### src/sv/hrl_pkg.sv
// Shared types, constants and helpers for the HEX record image loader.
// No dependencies.
`timescale 1ns / 1ps

package hrl_pkg;

   localparam int CAP_W = 25;
   localparam int LEN_W = 25;
   localparam logic [CAP_W-1:0] CAP_RESET = 25'd16777216;

   localparam logic [7:0] CHAR_COLON   = 8'h3A;
   localparam logic [7:0] CHAR_NEWLINE = 8'h0A;

   localparam logic [7:0] REC_DATA = 8'h00;

   typedef enum logic [2:0] {
      ST_RUN    = 3'd0,
      ST_OK     = 3'd1,
      ST_SUM    = 3'd2,
      ST_FORMAT = 3'd3,
      ST_OVER   = 3'd4
   } status_type;

   typedef enum logic [7:0] {
      PH_LINE  = 8'b0000_0001,
      PH_COUNT = 8'b0000_0010,
      PH_ADDR  = 8'b0000_0100,
      PH_KIND  = 8'b0000_1000,
      PH_DATA  = 8'b0001_0000,
      PH_CHECK = 8'b0010_0000,
      PH_TAIL  = 8'b0100_0000,
      PH_SKIP  = 8'b1000_0000
   } phase_type;

   typedef struct packed {
      logic       valid;
      logic [3:0] nibble;
   } hex_digit_type;

   // Everything of a result except the offset, whose width is a parameter.
   typedef struct packed {
      logic       data_valid;
      logic [7:0] data_byte;
      logic       record_good;
      status_type status;
   } result_type;

   function automatic hex_digit_type hex_decode(input logic [7:0] c);
      hex_digit_type r;
      r.valid  = 1'b1;
      r.nibble = 4'd0;
      if (c >= 8'h30 && c <= 8'h39) begin
         r.nibble = 4'(c - 8'h30);
      end else if (c >= 8'h41 && c <= 8'h46) begin
         r.nibble = 4'(c - 8'h37);
      end else if (c >= 8'h61 && c <= 8'h66) begin
         r.nibble = 4'(c - 8'h57);
      end else begin
         r.valid = 1'b0;
      end
      return r;
   endfunction

endpackage

### src/sv/hrl_parser.sv
// Record parser: phase machine, digit assembly, checksum and image length.
// Depends on hrl_pkg.
`timescale 1ns / 1ps

module hrl_parser import hrl_pkg::*; #(
   parameter int OFFSET_BITS = 24
) (
   input  logic                   clock,
   input  logic                   reset,
   input  logic                   step,
   input  logic                   action,
   input  logic [7:0]             char_code,
   input  logic [CAP_W-1:0]       capacity_limit,
   output logic                   res_valid,
   output result_type             res,
   output logic [OFFSET_BITS-1:0] res_offset
);

   localparam int CmpW = (OFFSET_BITS + 1 > LEN_W) ? OFFSET_BITS + 1 : LEN_W;

   phase_type        phase_ff, phase_in;
   status_type       status_ff, status_in;
   logic [1:0]       cnt_ff, cnt_in;
   logic [15:0]      acc_ff, acc_in;
   logic [7:0]       rec_len_ff, rec_len_in;
   logic [7:0]       left_ff, left_in;
   logic [7:0]       sum_ff, sum_in;
   logic [LEN_W-1:0] img_len_ff, img_len_in;

   hex_digit_type    dig;
   logic [15:0]      acc_next;
   logic [1:0]       cnt_next;
   logic             field_done;
   logic [CmpW-1:0]  len_ext;
   logic             over;

   always_comb begin
      dig        = hex_decode(char_code);
      acc_next   = {acc_ff[11:0], dig.nibble};
      cnt_next   = cnt_ff + 2'd1;
      field_done = (phase_ff == PH_ADDR) ? (cnt_ff == 2'd3) : (cnt_ff == 2'd1);
      len_ext    = CmpW'(img_len_ff);
      over       = (len_ext >= CmpW'(capacity_limit))
                   || (len_ext >= (CmpW'(1) << OFFSET_BITS));
   end

   always_comb begin
      phase_in    = phase_ff;
      status_in   = status_ff;
      cnt_in      = cnt_ff;
      acc_in      = acc_ff;
      rec_len_in  = rec_len_ff;
      left_in     = left_ff;
      sum_in      = sum_ff;
      img_len_in  = img_len_ff;
      res_valid   = 1'b0;
      res         = '0;
      res_offset  = '0;

      if (step && status_ff == ST_RUN) begin
         if (action) begin
            status_in = (phase_ff == PH_LINE) ? ST_OK : ST_FORMAT;
            res_valid = 1'b1;
         end else begin
            unique case (phase_ff)
               PH_LINE: begin
                  if (char_code != CHAR_COLON) begin
                     status_in = ST_FORMAT;
                     res_valid = 1'b1;
                  end else begin
                     phase_in = PH_COUNT;
                     cnt_in   = 2'd0;
                     acc_in   = 16'd0;
                     sum_in   = 8'd0;
                  end
               end
               PH_TAIL, PH_SKIP: begin
                  if (char_code == CHAR_NEWLINE) begin
                     phase_in = PH_LINE;
                  end
               end
               default: begin
                  if (!dig.valid) begin
                     status_in = ST_FORMAT;
                     res_valid = 1'b1;
                  end else if (!field_done) begin
                     acc_in = acc_next;
                     cnt_in = cnt_next;
                  end else begin
                     acc_in = 16'd0;
                     cnt_in = 2'd0;
                     case (phase_ff)
                        PH_COUNT: begin
                           rec_len_in = acc_next[7:0];
                           sum_in     = sum_ff + acc_next[7:0];
                           phase_in   = PH_ADDR;
                        end
                        PH_ADDR: begin
                           sum_in   = sum_ff + acc_next[7:0] + acc_next[15:8];
                           phase_in = PH_KIND;
                        end
                        PH_KIND: begin
                           if (acc_next[7:0] != REC_DATA) begin
                              phase_in = PH_SKIP;
                           end else begin
                              left_in  = rec_len_ff;
                              phase_in = (rec_len_ff != 8'd0) ? PH_DATA : PH_CHECK;
                           end
                        end
                        PH_DATA: begin
                           if (over) begin
                              status_in = ST_OVER;
                              res_valid = 1'b1;
                           end else begin
                              sum_in         = sum_ff + acc_next[7:0];
                              img_len_in     = img_len_ff + LEN_W'(1);
                              left_in        = left_ff - 8'd1;
                              if (left_ff == 8'd1) begin
                                 phase_in = PH_CHECK;
                              end
                              res_valid      = 1'b1;
                              res.data_valid = 1'b1;
                              res.data_byte  = acc_next[7:0];
                              res_offset     = len_ext[OFFSET_BITS-1:0];
                           end
                        end
                        PH_CHECK: begin
                           if (8'(8'd0 - sum_ff) != acc_next[7:0]) begin
                              status_in = ST_SUM;
                           end else begin
                              phase_in        = PH_TAIL;
                              res.record_good = 1'b1;
                           end
                           res_valid = 1'b1;
                        end
                        default: begin
                        end
                     endcase
                  end
               end
            endcase
         end
      end
      res.status = status_in;
   end

   always_ff @(posedge clock) begin
      if (reset) begin
         phase_ff   <= PH_LINE;
         status_ff  <= ST_RUN;
         cnt_ff     <= 2'd0;
         acc_ff     <= 16'd0;
         rec_len_ff <= 8'd0;
         left_ff    <= 8'd0;
         sum_ff     <= 8'd0;
         img_len_ff <= '0;
      end else begin
         phase_ff   <= phase_in;
         status_ff  <= status_in;
         cnt_ff     <= cnt_in;
         acc_ff     <= acc_in;
         rec_len_ff <= rec_len_in;
         left_ff    <= left_in;
         sum_ff     <= sum_in;
         img_len_ff <= img_len_in;
      end
   end

endmodule

### src/sv/hrl_rsp_reg.sv
// Response output register; holds a result while the receiver stalls.
// Depends on hrl_pkg.
`timescale 1ns / 1ps

module hrl_rsp_reg import hrl_pkg::*; #(
   parameter int OFFSET_BITS = 24
) (
   input  logic                   clock,
   input  logic                   reset,
   input  logic                   load,
   input  result_type             res,
   input  logic [OFFSET_BITS-1:0] res_offset,
   output logic                   ready,
   output logic                   rsp_valid,
   input  logic                   rsp_stall,
   output result_type             rsp,
   output logic [OFFSET_BITS-1:0] rsp_offset
);

   logic                   valid_ff, valid_in;
   result_type             res_ff;
   logic [OFFSET_BITS-1:0] off_ff;

   assign ready      = !valid_ff || !rsp_stall;
   assign valid_in   = load ? 1'b1 : (ready ? 1'b0 : valid_ff);
   assign rsp_valid  = valid_ff;
   assign rsp        = res_ff;
   assign rsp_offset = off_ff;

   always_ff @(posedge clock) begin
      if (reset) begin
         valid_ff <= 1'b0;
      end else begin
         valid_ff <= valid_in;
      end
   end

   always_ff @(posedge clock) begin
      if (load) begin
         res_ff <= res;
         off_ff <= res_offset;
      end
   end

endmodule

### src/sv/hex_record_image_loader.sv
// HEX record image loader top level: request register, parser, response register.
// Depends on hrl_pkg, hrl_parser and hrl_rsp_reg.
//
// Usage:
//   Request channel (req_valid/req_stall): one request per file character
//   (req_action = 0, req_char_code = ASCII) or an end-of-input marker
//   (req_action = 1). Response channel (rsp_valid/rsp_stall): at most one
//   response per request, carrying a decoded data byte with its packed image
//   offset, a checksum-good flag for a data record, or a final status.
//   Requests that produce nothing yield no response.
//   csr_wr_en/csr_wr_data set the capacity limit; write it only while idle.
// Timing:
//   One request per cycle sustained while the response does not stall. A request
//   is held in the request register and is parsed on the way into the response
//   register, from which its response is presented.
//   The single-pass phase update in the parser sets the rate.
// Reset:
//   Synchronous. Parser waits for ':' at a line start, status running, image
//   length zero, capacity limit 16777216, both channels empty.
// Stall:
//   A stalled response holds; the request register holds behind it and
//   req_stall rises, so no request is lost. Errors and finish are sticky.
`timescale 1ns / 1ps

module hex_record_image_loader import hrl_pkg::*; #(
   parameter int OFFSET_BITS = 24
) (
   input  logic                   clock,
   input  logic                   reset,
   input  logic                   req_valid,
   output logic                   req_stall,
   input  logic                   req_action,
   input  logic [7:0]             req_char_code,
   output logic                   rsp_valid,
   input  logic                   rsp_stall,
   output logic                   rsp_data_valid,
   output logic [7:0]             rsp_data_byte,
   output logic [OFFSET_BITS-1:0] rsp_byte_offset,
   output logic                   rsp_record_good,
   output logic [2:0]             rsp_status,
   input  logic                   csr_wr_en,
   input  logic [CAP_W-1:0]       csr_wr_data
);

   logic             req_valid_ff, req_valid_in;
   logic             req_action_ff;
   logic [7:0]       req_char_ff;
   logic [CAP_W-1:0] cap_ff;

   logic                   out_ready;
   logic                   step;
   logic                   res_valid;
   result_type             res;
   logic [OFFSET_BITS-1:0] res_offset;
   result_type             rsp;
   logic                   req_take;

   assign step         = req_valid_ff && out_ready;
   assign req_stall    = req_valid_ff && !out_ready;
   assign req_take     = req_valid && !req_stall;
   assign req_valid_in = req_take ? 1'b1 : (step ? 1'b0 : req_valid_ff);

   always_ff @(posedge clock) begin
      if (reset) begin
         req_valid_ff <= 1'b0;
         cap_ff       <= CAP_RESET;
      end else begin
         req_valid_ff <= req_valid_in;
         if (csr_wr_en) begin
            cap_ff <= csr_wr_data;
         end
      end
   end

   always_ff @(posedge clock) begin
      if (req_take) begin
         req_action_ff <= req_action;
         req_char_ff   <= req_char_code;
      end
   end

   hrl_parser #(
      .OFFSET_BITS(OFFSET_BITS)
   ) u_parser (
      .clock          (clock),
      .reset          (reset),
      .step           (step),
      .action         (req_action_ff),
      .char_code      (req_char_ff),
      .capacity_limit (cap_ff),
      .res_valid      (res_valid),
      .res            (res),
      .res_offset     (res_offset)
   );

   hrl_rsp_reg #(
      .OFFSET_BITS(OFFSET_BITS)
   ) u_rsp_reg (
      .clock      (clock),
      .reset      (reset),
      .load       (step && res_valid),
      .res        (res),
      .res_offset (res_offset),
      .ready      (out_ready),
      .rsp_valid  (rsp_valid),
      .rsp_stall  (rsp_stall),
      .rsp        (rsp),
      .rsp_offset (rsp_byte_offset)
   );

   assign rsp_data_valid  = rsp.data_valid;
   assign rsp_data_byte   = rsp.data_byte;
   assign rsp_record_good = rsp.record_good;
   assign rsp_status      = rsp.status;

endmodule

### config.mk
export PLATFORM = sky130hd
export DESIGN_NAME = hex_record_image_loader
export DESIGN_NICKNAME = d
export VERILOG_FILES = /design/src/sv/hrl_pkg.sv /design/src/sv/hrl_parser.sv /design/src/sv/hrl_rsp_reg.sv /design/src/sv/hex_record_image_loader.sv
export SDC_FILE = /design/constraint.sdc
export NUM_CORES = 1
export LEC_CHECK = 0
export BUFFER_PORTS_ARGS = -buffer_cell sky130_fd_sc_hd__clkbuf_2
export CORE_MARGIN = 5
export CORE_UTILIZATION = 33
export CTS_BUF_LIST = sky130_fd_sc_hd__clkbuf_16
export CTS_CLUSTER_DIAMETER = 50
export DETAILED_ROUTE_END_ITERATION = 10
export GPL_ROUTABILITY_DRIVEN = 0
export GPL_TIMING_DRIVEN = 0
export SYNTH_ARGS = -nofsm -noshare
export SYNTH_HDL_FRONTEND = slang
export SYNTH_SLANG_ARGS = --single-unit
### constraint.sdc
create_clock -name clock -period 3.7 [get_ports clock]
set_input_delay 0.37 -clock clock [delete_from_list [all_inputs] [get_ports clock]]
set_output_delay 0.37 -clock clock [all_outputs]
set_load 0.02 [all_outputs]
==> results.txt, run 1 <==
TritonCTS built the clock tree. Of the cells placed in the final design, the portion with a size suffix greater than 1 is 21.7%. The run gives 24200 µm² as the core area. The worst-path maximum fanout is 4.

The worst min-delay path category was input port to flop. The detailed-route vias per instance was 5.06. The most numerous cell on the critical path was ha_4. The least setup slack across all paths after layout is -0.229 ns.

The overall die area was 27900 µm². The run gives 0 as the final-report hold violation count. For the final database, setup skew stands at 0.0133 ns. The worst setup path is captured at a flop.

The largest individual stage delay along the critical path comes from the cell edfxtp_1. The number of max-slew violations in the final report was 0; the deepest clock path buffer count was 2. Clock-pin slew was measured on the worst setup and hold paths at 0.07 ns.

The required time of the worst setup path was 3.99 ns; the number of enable-type register cells in the synthesized netlist was 46. The logs give 6676 for the number of global-route vias before repair and 464 for the number of DRC violations after detailed-routing iteration 0. In this run the remaining antenna-violating nets after routing total 0.

The average footprint of a synthesized cell was 9.49 µm²; the count of cell types in the netlist was 78. Measured against its own limit, the worst slew margin works out to 42.6%. Summed over all nets, the half-perimeter wirelength after detailed placement is 15800 µm. The tree is rooted in a clkbuf_16. The most used flip-flop cell after synthesis was dfxtp_1. The flow ran to the end, but the final reports show violations. For this run the aggregate overflow at the end of global routing stands at 0.

The final layout contains routed wiring with a total length of 21900 µm. Traced cell by cell, the critical path runs through inv_2, ha_4, or3b_4, nand3_2, a22o_4, inv_1, ha_4, nor2b_2, o21ai_1, nand2b_1, xor2_2, ha_4, nand3_1, o211ai_1, o41ai_2, xor2_1, nor2_1, xnor2_1, o41ai_2. In this design, the stage delay of the slowest critical-path cell is 0.46 ns. The die is 167 µm wide. The diode insertion count for antenna repair is 0. Setup repair after global routing could not meet its margin everywhere. In this run the power density over the cells is 375 nW/µm².

The data arrival time of the critical path is 4.22 ns, and the average wire per cell in the routed design is 16.6 µm. The share of flip-flops with an asynchronous set or reset came out at 0%. The worst setup path is of the flop to flop kind. Total vias in the final route: 6680.

The minimum period implied by the final worst setup slack came out at 3.93 ns. The final reports fail on negative setup slack. In this run the number of H-tree levels came out at 4. Before antenna repair, the detailed router went through 5 iterations. The part of the cycle the worst path needs is 106%, and the net count of the mapped netlist is 945. Entering global routing, the biggest net connects 38 pins. The storage element area was 3400 µm²; the number of nets at the end of the flow was 1071.

The total standard cell area after synthesis was 8120 µm². The logs give 3.92 nW for the leakage power and 0 for the count of synthesis-stage warnings from yosys. Cells fill 41.4% of the core in the end.

Static timing analysis puts the maximum clock frequency at 255 MHz. Total global-route track usage: 15.8%. In this run the tool buffered the top-level ports with 75 buffer cells. Multi-input gate area in the final layout: 4640 µm². The final count of negative-setup-slack endpoints was 2. The total of flip-flops plus latches after synthesis is 147, and the worst-case hold slack is 0.108 ns.

The run gives 41.9% as the sequential cell area fraction in the yosys report. The tools report the fill cell total of the finished layout as 2400. Synthesis produced a netlist whose cell count is 856. The number of antenna violations at the first check in global routing was 0.

78 I/O pins were placed. The number of rows in the core area came out at 57. The die outline height is 167 µm. For the insertion delay of the later-clocked pin in the worst-skew pair, the log shows 0.43 ns. At the pin with the least slew margin, the transition time is 0.860 ns.

The tools report the number of buffers created by CTS as 17. The worst-case IR drop observed on VDD is 293 µV. The synthesis-to-layout area growth works out to 23.5%. Launching element type of the critical path: a flop. Across the run, the number of max-cap violations was 0.

The number of DRC violations after detailed routing came out at 0. The clock drives 147 sinks. The first global-routing pass estimated 35600 µm of wire. Once the floorplan was initialized, standard cells occupied 33.5% of the core.
[metal layers]
metal,track usage (%),part of all wire [%]
met5,0,0
met4,6.30,2.8
met3,3.27,5.0
met2,25.4,46
met1,21.0,46
[worst max-delay path, delay by kind of cell, from the launching register on]
family | cells | cell delay, ns
xor+xnor | 3 | 0.66
compound gates | 5 | 0.83
buf+inv | 2 | 0.20
fa+ha+maj | 3 | 0.70
flops | 1 | 0.46
simple gates | 6 | 0.95
[flip-flops by register name, indices dropped and copies added, names as in the netlist]
register and cells:
u_parser.left_ff 8, u_parser.img_len_ff 25, u_parser.phase_ff 8, req_valid_ff 1, req_char_ff 8, u_parser.rec_len_ff 8, u_parser.sum_ff 8, u_rsp_reg.rsp_offset 24
u_rsp_reg.rsp 13, cap_ff 25, req_action_ff 1, u_parser.status_ff 3, u_parser.cnt_ff 2, u_parser.acc_ff 12, u_rsp_reg.rsp_valid 1
[per-stage QoR]
step           cell area (µm²)  TNS, ns  std cells  power, mW  setup slack [ns]
6_report                 10000   -0.349       1319       3.76            -0.229
5_1_grt                  10000    -2.35       1319       3.90            -0.451
4_1_cts                   9960   -0.407       1314       3.80            -0.318
3_5_place_dp              8970    -4.92       1255       2.03            -0.562
3_3_place_gp              8970    -5.38       1255       2.02            -0.510
2_1_floorplan             8190        0        856       1.93          0.000421
[timing repair]
item	in CTS	in global routing
hold buffers	0	0
endpoints found under the setup margin	59	27
pin swaps	26	11
buffers inserted	27	5
gates resized for setup	32	6
[final timing paths]
kind	from	endpoint	slack, ns	cells after the start
max	req_char_ff[0]$_DFFE_PP_	u_parser.sum_ff[7]$_SDFFE_PP0P_	-0.23	19
min	req_char_code[0]	req_char_ff[0]$_DFFE_PP_	0.11	1
max reg2reg	req_char_ff[0]$_DFFE_PP_	u_parser.sum_ff[7]$_SDFFE_PP0P_	-0.23	19
min reg2reg	cap_ff[2]$_SDFFE_PP0P_	cap_ff[2]$_SDFFE_PP0P_	0.50	2
[layout by cell type (no fill, tap or decap), types with 4 or more instances in the layout]
| master | n |
|---|---|
| a211oi_1 | 10 |
| a21oi_1 | 27 |
| a32o_1 | 6 |
| and2_1 | 38 |
| and3_1 | 10 |
| buf_1 | 6 |
| buf_4 | 33 |
| buf_6 | 4 |
| clkbuf_1 | 19 |
| clkbuf_16 | 17 |
| clkbuf_2 | 75 |
| dfxtp_1 | 101 |
| edfxtp_1 | 46 |
| ha_1 | 41 |
| ha_4 | 7 |
| inv_1 | 51 |
| inv_2 | 6 |
| inv_6 | 5 |
| inv_8 | 5 |
| mux2_2 | 8 |
| mux2i_1 | 44 |
| nand2_1 | 54 |
| nand2b_1 | 8 |
| nand3_1 | 18 |
| nand4_1 | 24 |
| nor2_1 | 101 |
| nor2b_1 | 17 |
| nor3_1 | 17 |
| nor3_2 | 4 |
| nor3b_1 | 4 |
| nor4_1 | 20 |
| o211ai_1 | 6 |
| o21ai_0 | 18 |
| o41ai_1 | 4 |
| xnor2_1 | 26 |
| xor2_1 | 11 |
[power by group]
group / internal (mW) / switching (mW)
logic: 0.102 / 0.173
registers: 1.71 / 0.0224
clock network: 0.962 / 0.789
total: 2.78 / 0.985
[synthesized netlist by cell type (all sizes together) (6+ instances only)]
master	count	area, µm²
edfxtp	46	1380
mux2	9	105
a211oi	13	108
and2	38	238
a21oi	31	155
o21ai	20	100
xor2	12	105
nor2b	18	113
o211ai	6	45.0
o41ai	6	52.6
mux2i	44	440
nor2	103	387
nand2	54	203
buf	12	76.3
dfxtp	101	2020
nand4	25	171
nand2b	8	50.1
nor3	21	120
clkbuf	20	75.1
a32o	6	60.1
inv	57	214
xnor2	27	236
and3	11	68.8
nor4	22	168
nand3	21	105
ha	48	601
[cells by family after synthesis]
group           Yosys count  synth area share, %
compound gates          127                 11.6
xor+xnor                 39                 4.20
fa+ha+maj                50                 7.89
buf+inv                  89                 4.50
flops                   147                 41.9
mux                      53                 6.71
simple gates            351                 23.2
[layout make-up]
class | instances | area share, %
clock buffers | 17 | 4.24
plain buffers | 32 | 1.61
clock inverters | 15 | 1.63
inverters | 57 | 2.13
repair buffers | 107 | 6.18
well taps | 324 | 4.04
multi-input cells | 620 | 46.2
flip-flops and latches | 147 | 33.9
(Power assumes the default switching activity.)
==> inputs of run 2 (changes only) <==
Settings changed: CORE_UTILIZATION 33 to 54, PLACE_DENSITY set to 0.77.
==> run 2 against run 1 <==
  * The flow still finishes with violations (negative setup slack)
  * Worst setup slack worse by 0.44 ns
  * Via count rose by 5.7%
  * Die area is 37% lower
  * Count of clock-buffer cells in the layout is the same
  * Non-clock buffer count rose by 5
  * Clock power shrank 5%
  * Wire length is essentially flat
  * Flip-flop and latch count did not move
  * First-iteration DRC count grew 71%
  * Critical path type unchanged
  * Critical endpoint unchanged
  * Largest cell class unchanged
==> results.txt, run 2 (synthesis results as in run 1) <==
The count of port buffers added during placement is 75 (unchanged), and the starting density of the core is 55.5% (+22 points). Length in cells of the worst reg-to-reg path: 21 (+2). The largest stage delay on the critical path came out at 0.45 ns (about the same). The register-to-register setup slack is -0.66 ns (-0.44 ns), and the detailed-route vias per instance is 5.97 (+18%). The worst hold path terminates at req_char_ff[2]$_DFFE_PP_. The number of rows in the core area is 44 (-23%). The tightest min-delay check is of the input port to flop type. For the data arrival time of the critical path, the log shows 4.69 ns (+0.47 ns). The run gives -0.576 ns (-0.0140 ns) as the setup slack at placement. The final reports fail on negative setup slack.

The run gives 17 (unchanged) as the number of buffers created by CTS. The insertion delay of the later-clocked pin in the worst-skew pair was 0.42 ns (about the same); the slew of the pin with the lowest slew margin was 0.939 ns (+0.0784 ns). The total global-route track usage is 24.1% (+8.2 points), and the part of the power in registers is 47.2% (+1.1 points). The worst setup path is launched from a flop. The run gives 21900 µm (about the same) as the wire length after detailed routing. The die width works out to 133 µm (-21%). In the layout the commonest cells are nor2_1, dfxtp_1, clkbuf_2, nand2_1, inv_1.

The largest voltage drop on the vdd net is 487 µV (+66%), and the cell internal power dissipation is 2.80 mW (+0.85%). The tools report the total vias in the final route as 7063 (+5.7%). The least setup slack across all paths after layout came out at -0.664 ns (-0.436 ns).

The number of hold buffers added after cts was 0 (unchanged); the leakage power was 3.94 nW (+0.66%). The diode insertion count for antenna repair came out at 0 (unchanged). The average wire per cell in the routed design is 18.5 µm (+11%). The switching part of the total was 23.9% (-2.2 points).

The power share of the combinational group was 7.5% (+0.2 points); the required time of the worst setup path was 4.02 ns (+0.03 ns). The tools report the number of DRC violations after detailed-routing iteration 0 as 794 (+71%). Relative to the synthesized area, the layout overhead comes to 22.3%.

The power density over the cells is 371 nW/µm² (-1.2%). The die outline height works out to 133 µm (-21%). For the number of max-slew violations in the final report, the log shows 0 (unchanged). Setup repair after global routing could not meet its margin everywhere.

Overall die area: 17600 µm² (-37%). The run gives 6732 (+0.84%) as the number of global-route vias before repair. The number of DRC violations after detailed routing came out at 0 (unchanged). The minimum period implied by the final worst setup slack works out to 4.36 ns (+0.436 ns). For the global-route wire length before repair, the log shows 34300 µm (-3.8%). For the total grt overflow, the log shows 0 (unchanged). The tools report the kind of capture point of the worst setup path as a flop. The tools report the worst relative slew slack as 37.3% (-5.2 points). The cell sitting at the root of the clock tree is a clkbuf_16. The run finished, with violations left. The startpoint of the most critical register-to-register path is req_char_ff[0]$_DFFE_PP_. The run gives 45.3% (-1.3 points) as the share of total power in the clock network.

Critical-path cell with the highest stage delay: edfxtp_1. The deepest clock path buffer count is 2 (unchanged), and the clock-pin slew reported for the worst setup and hold paths after clock tree synthesis is 0.06 ns (about the same). The run gives 1 (+1) as the number of antenna violations at the first check in global routing. H-tree depth: 4 (unchanged). Core area: 14600 µm² (-40%).

The placement-stage cell area was 8790 µm² (-2.0%). For the final count of negative-setup-slack endpoints, the log shows 9 (+7). The first-pass iteration count of the detailed router came out at 6 (+1).

For the area of all placed cells without fillers, the log shows 9940 µm² (-0.92%). The logs give 1076 (+0.47%) for the number of nets at the end of the flow and 0 (unchanged) for the count of max-cap constraint violations. The worst-path maximum fanout came out at 4 (unchanged). The I/O pin total came out at 78 (unchanged).

Depth of the worst hold-timing path: 1 (unchanged). The TritonCTS sink count was 147 (unchanged). The run gives 14800 µm (-6.3%) as the HPWL reported at the end of detailed placement. The count of antenna-violating nets left after detailed routing is 0 (unchanged), and the power spent charging and discharging nets is 0.882 mW (-10%). The tools report the critical register-to-register path endpoint as u_parser.sum_ff[7]$_SDFFE_PP0P_.

The tools report the largest net degree at the start of global routing as 38 (unchanged). The worst setup path category is flop to flop. In this run the most critical hold path is launched from req_char_code[2]. The top achievable clock speed was 229 MHz (-10%); the fraction of layout cells with a size suffix above 1 was 22.9% (+1.2 points). The final worst clock skew was 0.0106 ns (-0.00274 ns).

The critical path goes through inv_2, ha_4, o21bai_1, a211oi_2, nor2_4, inv_2, ha_4, inv_2, fa_2, nor2b_4, o21ai_2, nand2b_1, xor2_2, ha_4, nand3_1, o211ai_1, o41ai_2, xor2_1, nor2_1, xnor2_1, o41ai_2. TritonCTS built the clock tree. The final-report hold violation count was 0 (unchanged); the part of the cycle the worst path needs was 118% (+12 points).
run 2: cell count changes in the layout (fill, tap and decap cells not counted), sizes merged:
cell,previous run,this run
bufinv,1,2
clkbuf,112,111
clkinv,3,8
inv,67,59
clkinvlp,1,3
buf,44,50
run 2: timing repair:
action / in CTS / in global routing
setup buffers: 30 / 7
resized for setup: 26 / 25
pin swaps: 17 / 18
endpoints found under the setup margin: 13 / 62
run 2: worst max path at each step:
| stage | start | endpoint | slack (ns) | cells past startpoint |
|---|---|---|---|---|
| floorplan | req_char_ff[0]$_DFFE_PP_ | u_parser.sum_ff[7]$_SDFFE_PP0P_ | 0.0004 | 20 |
| global placement | req_char_ff[0]$_DFFE_PP_ | u_parser.sum_ff[7]$_SDFFE_PP0P_ | -0.45 | 19 |
| detailed placement | req_char_ff[1]$_DFFE_PP_ | u_parser.sum_ff[7]$_SDFFE_PP0P_ | -0.58 | 21 |
| CTS | req_char_ff[1]$_DFFE_PP_ | u_parser.sum_ff[7]$_SDFFE_PP0P_ | -0.25 | 21 |
| global route | req_char_ff[0]$_DFFE_PP_ | u_parser.sum_ff[7]$_SDFFE_PP0P_ | -0.85 | 21 |
| finish | req_char_ff[0]$_DFFE_PP_ | u_parser.sum_ff[7]$_SDFFE_PP0P_ | -0.66 | 21 |
run 2: stage by stage:
step / utilization [%] / cells / hold WS, ns / TNS [ns] / power (mW)
after floorplan: - / 856 / 0.460 / 0 / 1.93
after global placement: 60.0 / 1115 / 0.474 / -1.65 / 2.01
after detailed placement: 60.0 / 1115 / 0.484 / -2.11 / 2.02
after CTS: 66.5 / 1177 / 0.113 / -0.314 / 3.69
after global routing: 67.9 / 1184 / 0.109 / -3.25 / 3.80
final: 67.9 / 1184 / 0.122 / -1.68 / 3.68
run 2: power groups by stage:
| stage | Combinational [mW] | Sequential [mW] | Clock, mW |
|---|---|---|---|
| 3_3_place_gp | 0.245 | 1.77 | 0 |
| 5_1_grt | 0.298 | 1.74 | 1.75 |
| 4_1_cts | 0.268 | 1.74 | 1.68 |
| 2_1_floorplan | 0.127 | 1.80 | 0 |
| 3_5_place_dp | 0.249 | 1.77 | 0 |
| 6_report | 0.276 | 1.74 | 1.67 |
run 2: final cells by class:
class                   count  area [µm²]
well taps                 184         230
inverters                  57         219
multi-input cells         620        4700
flip-flops and latches    147        3400
clock inverters            15         141
clock buffers              17         425
plain buffers              32         163
repair buffers            112         657
fillers                  1115        4710
run 2: worst max-delay path, delay by kind of cell (launching register included):
kind / cells / cell delay, ns
XOR/XNOR: 3 / 0.71
buffers and inverters: 3 / 0.27
AND/OR/NAND/NOR: 5 / 0.57
flip-flops: 1 / 0.45
adder cells (fa/ha/maj): 4 / 0.93
AO/OA/AOI/OAI: 6 / 1.33
run 2: per-layer routing:
metal	GRT usage [%]	share of wire (%)	vias to the layer above
met5	0	0.059	-
met4	8.20	3.1	2
met3	5.39	6.7	58
met2	39.8	48	290
met1	31.3	43	3378
li1	-	-	3335
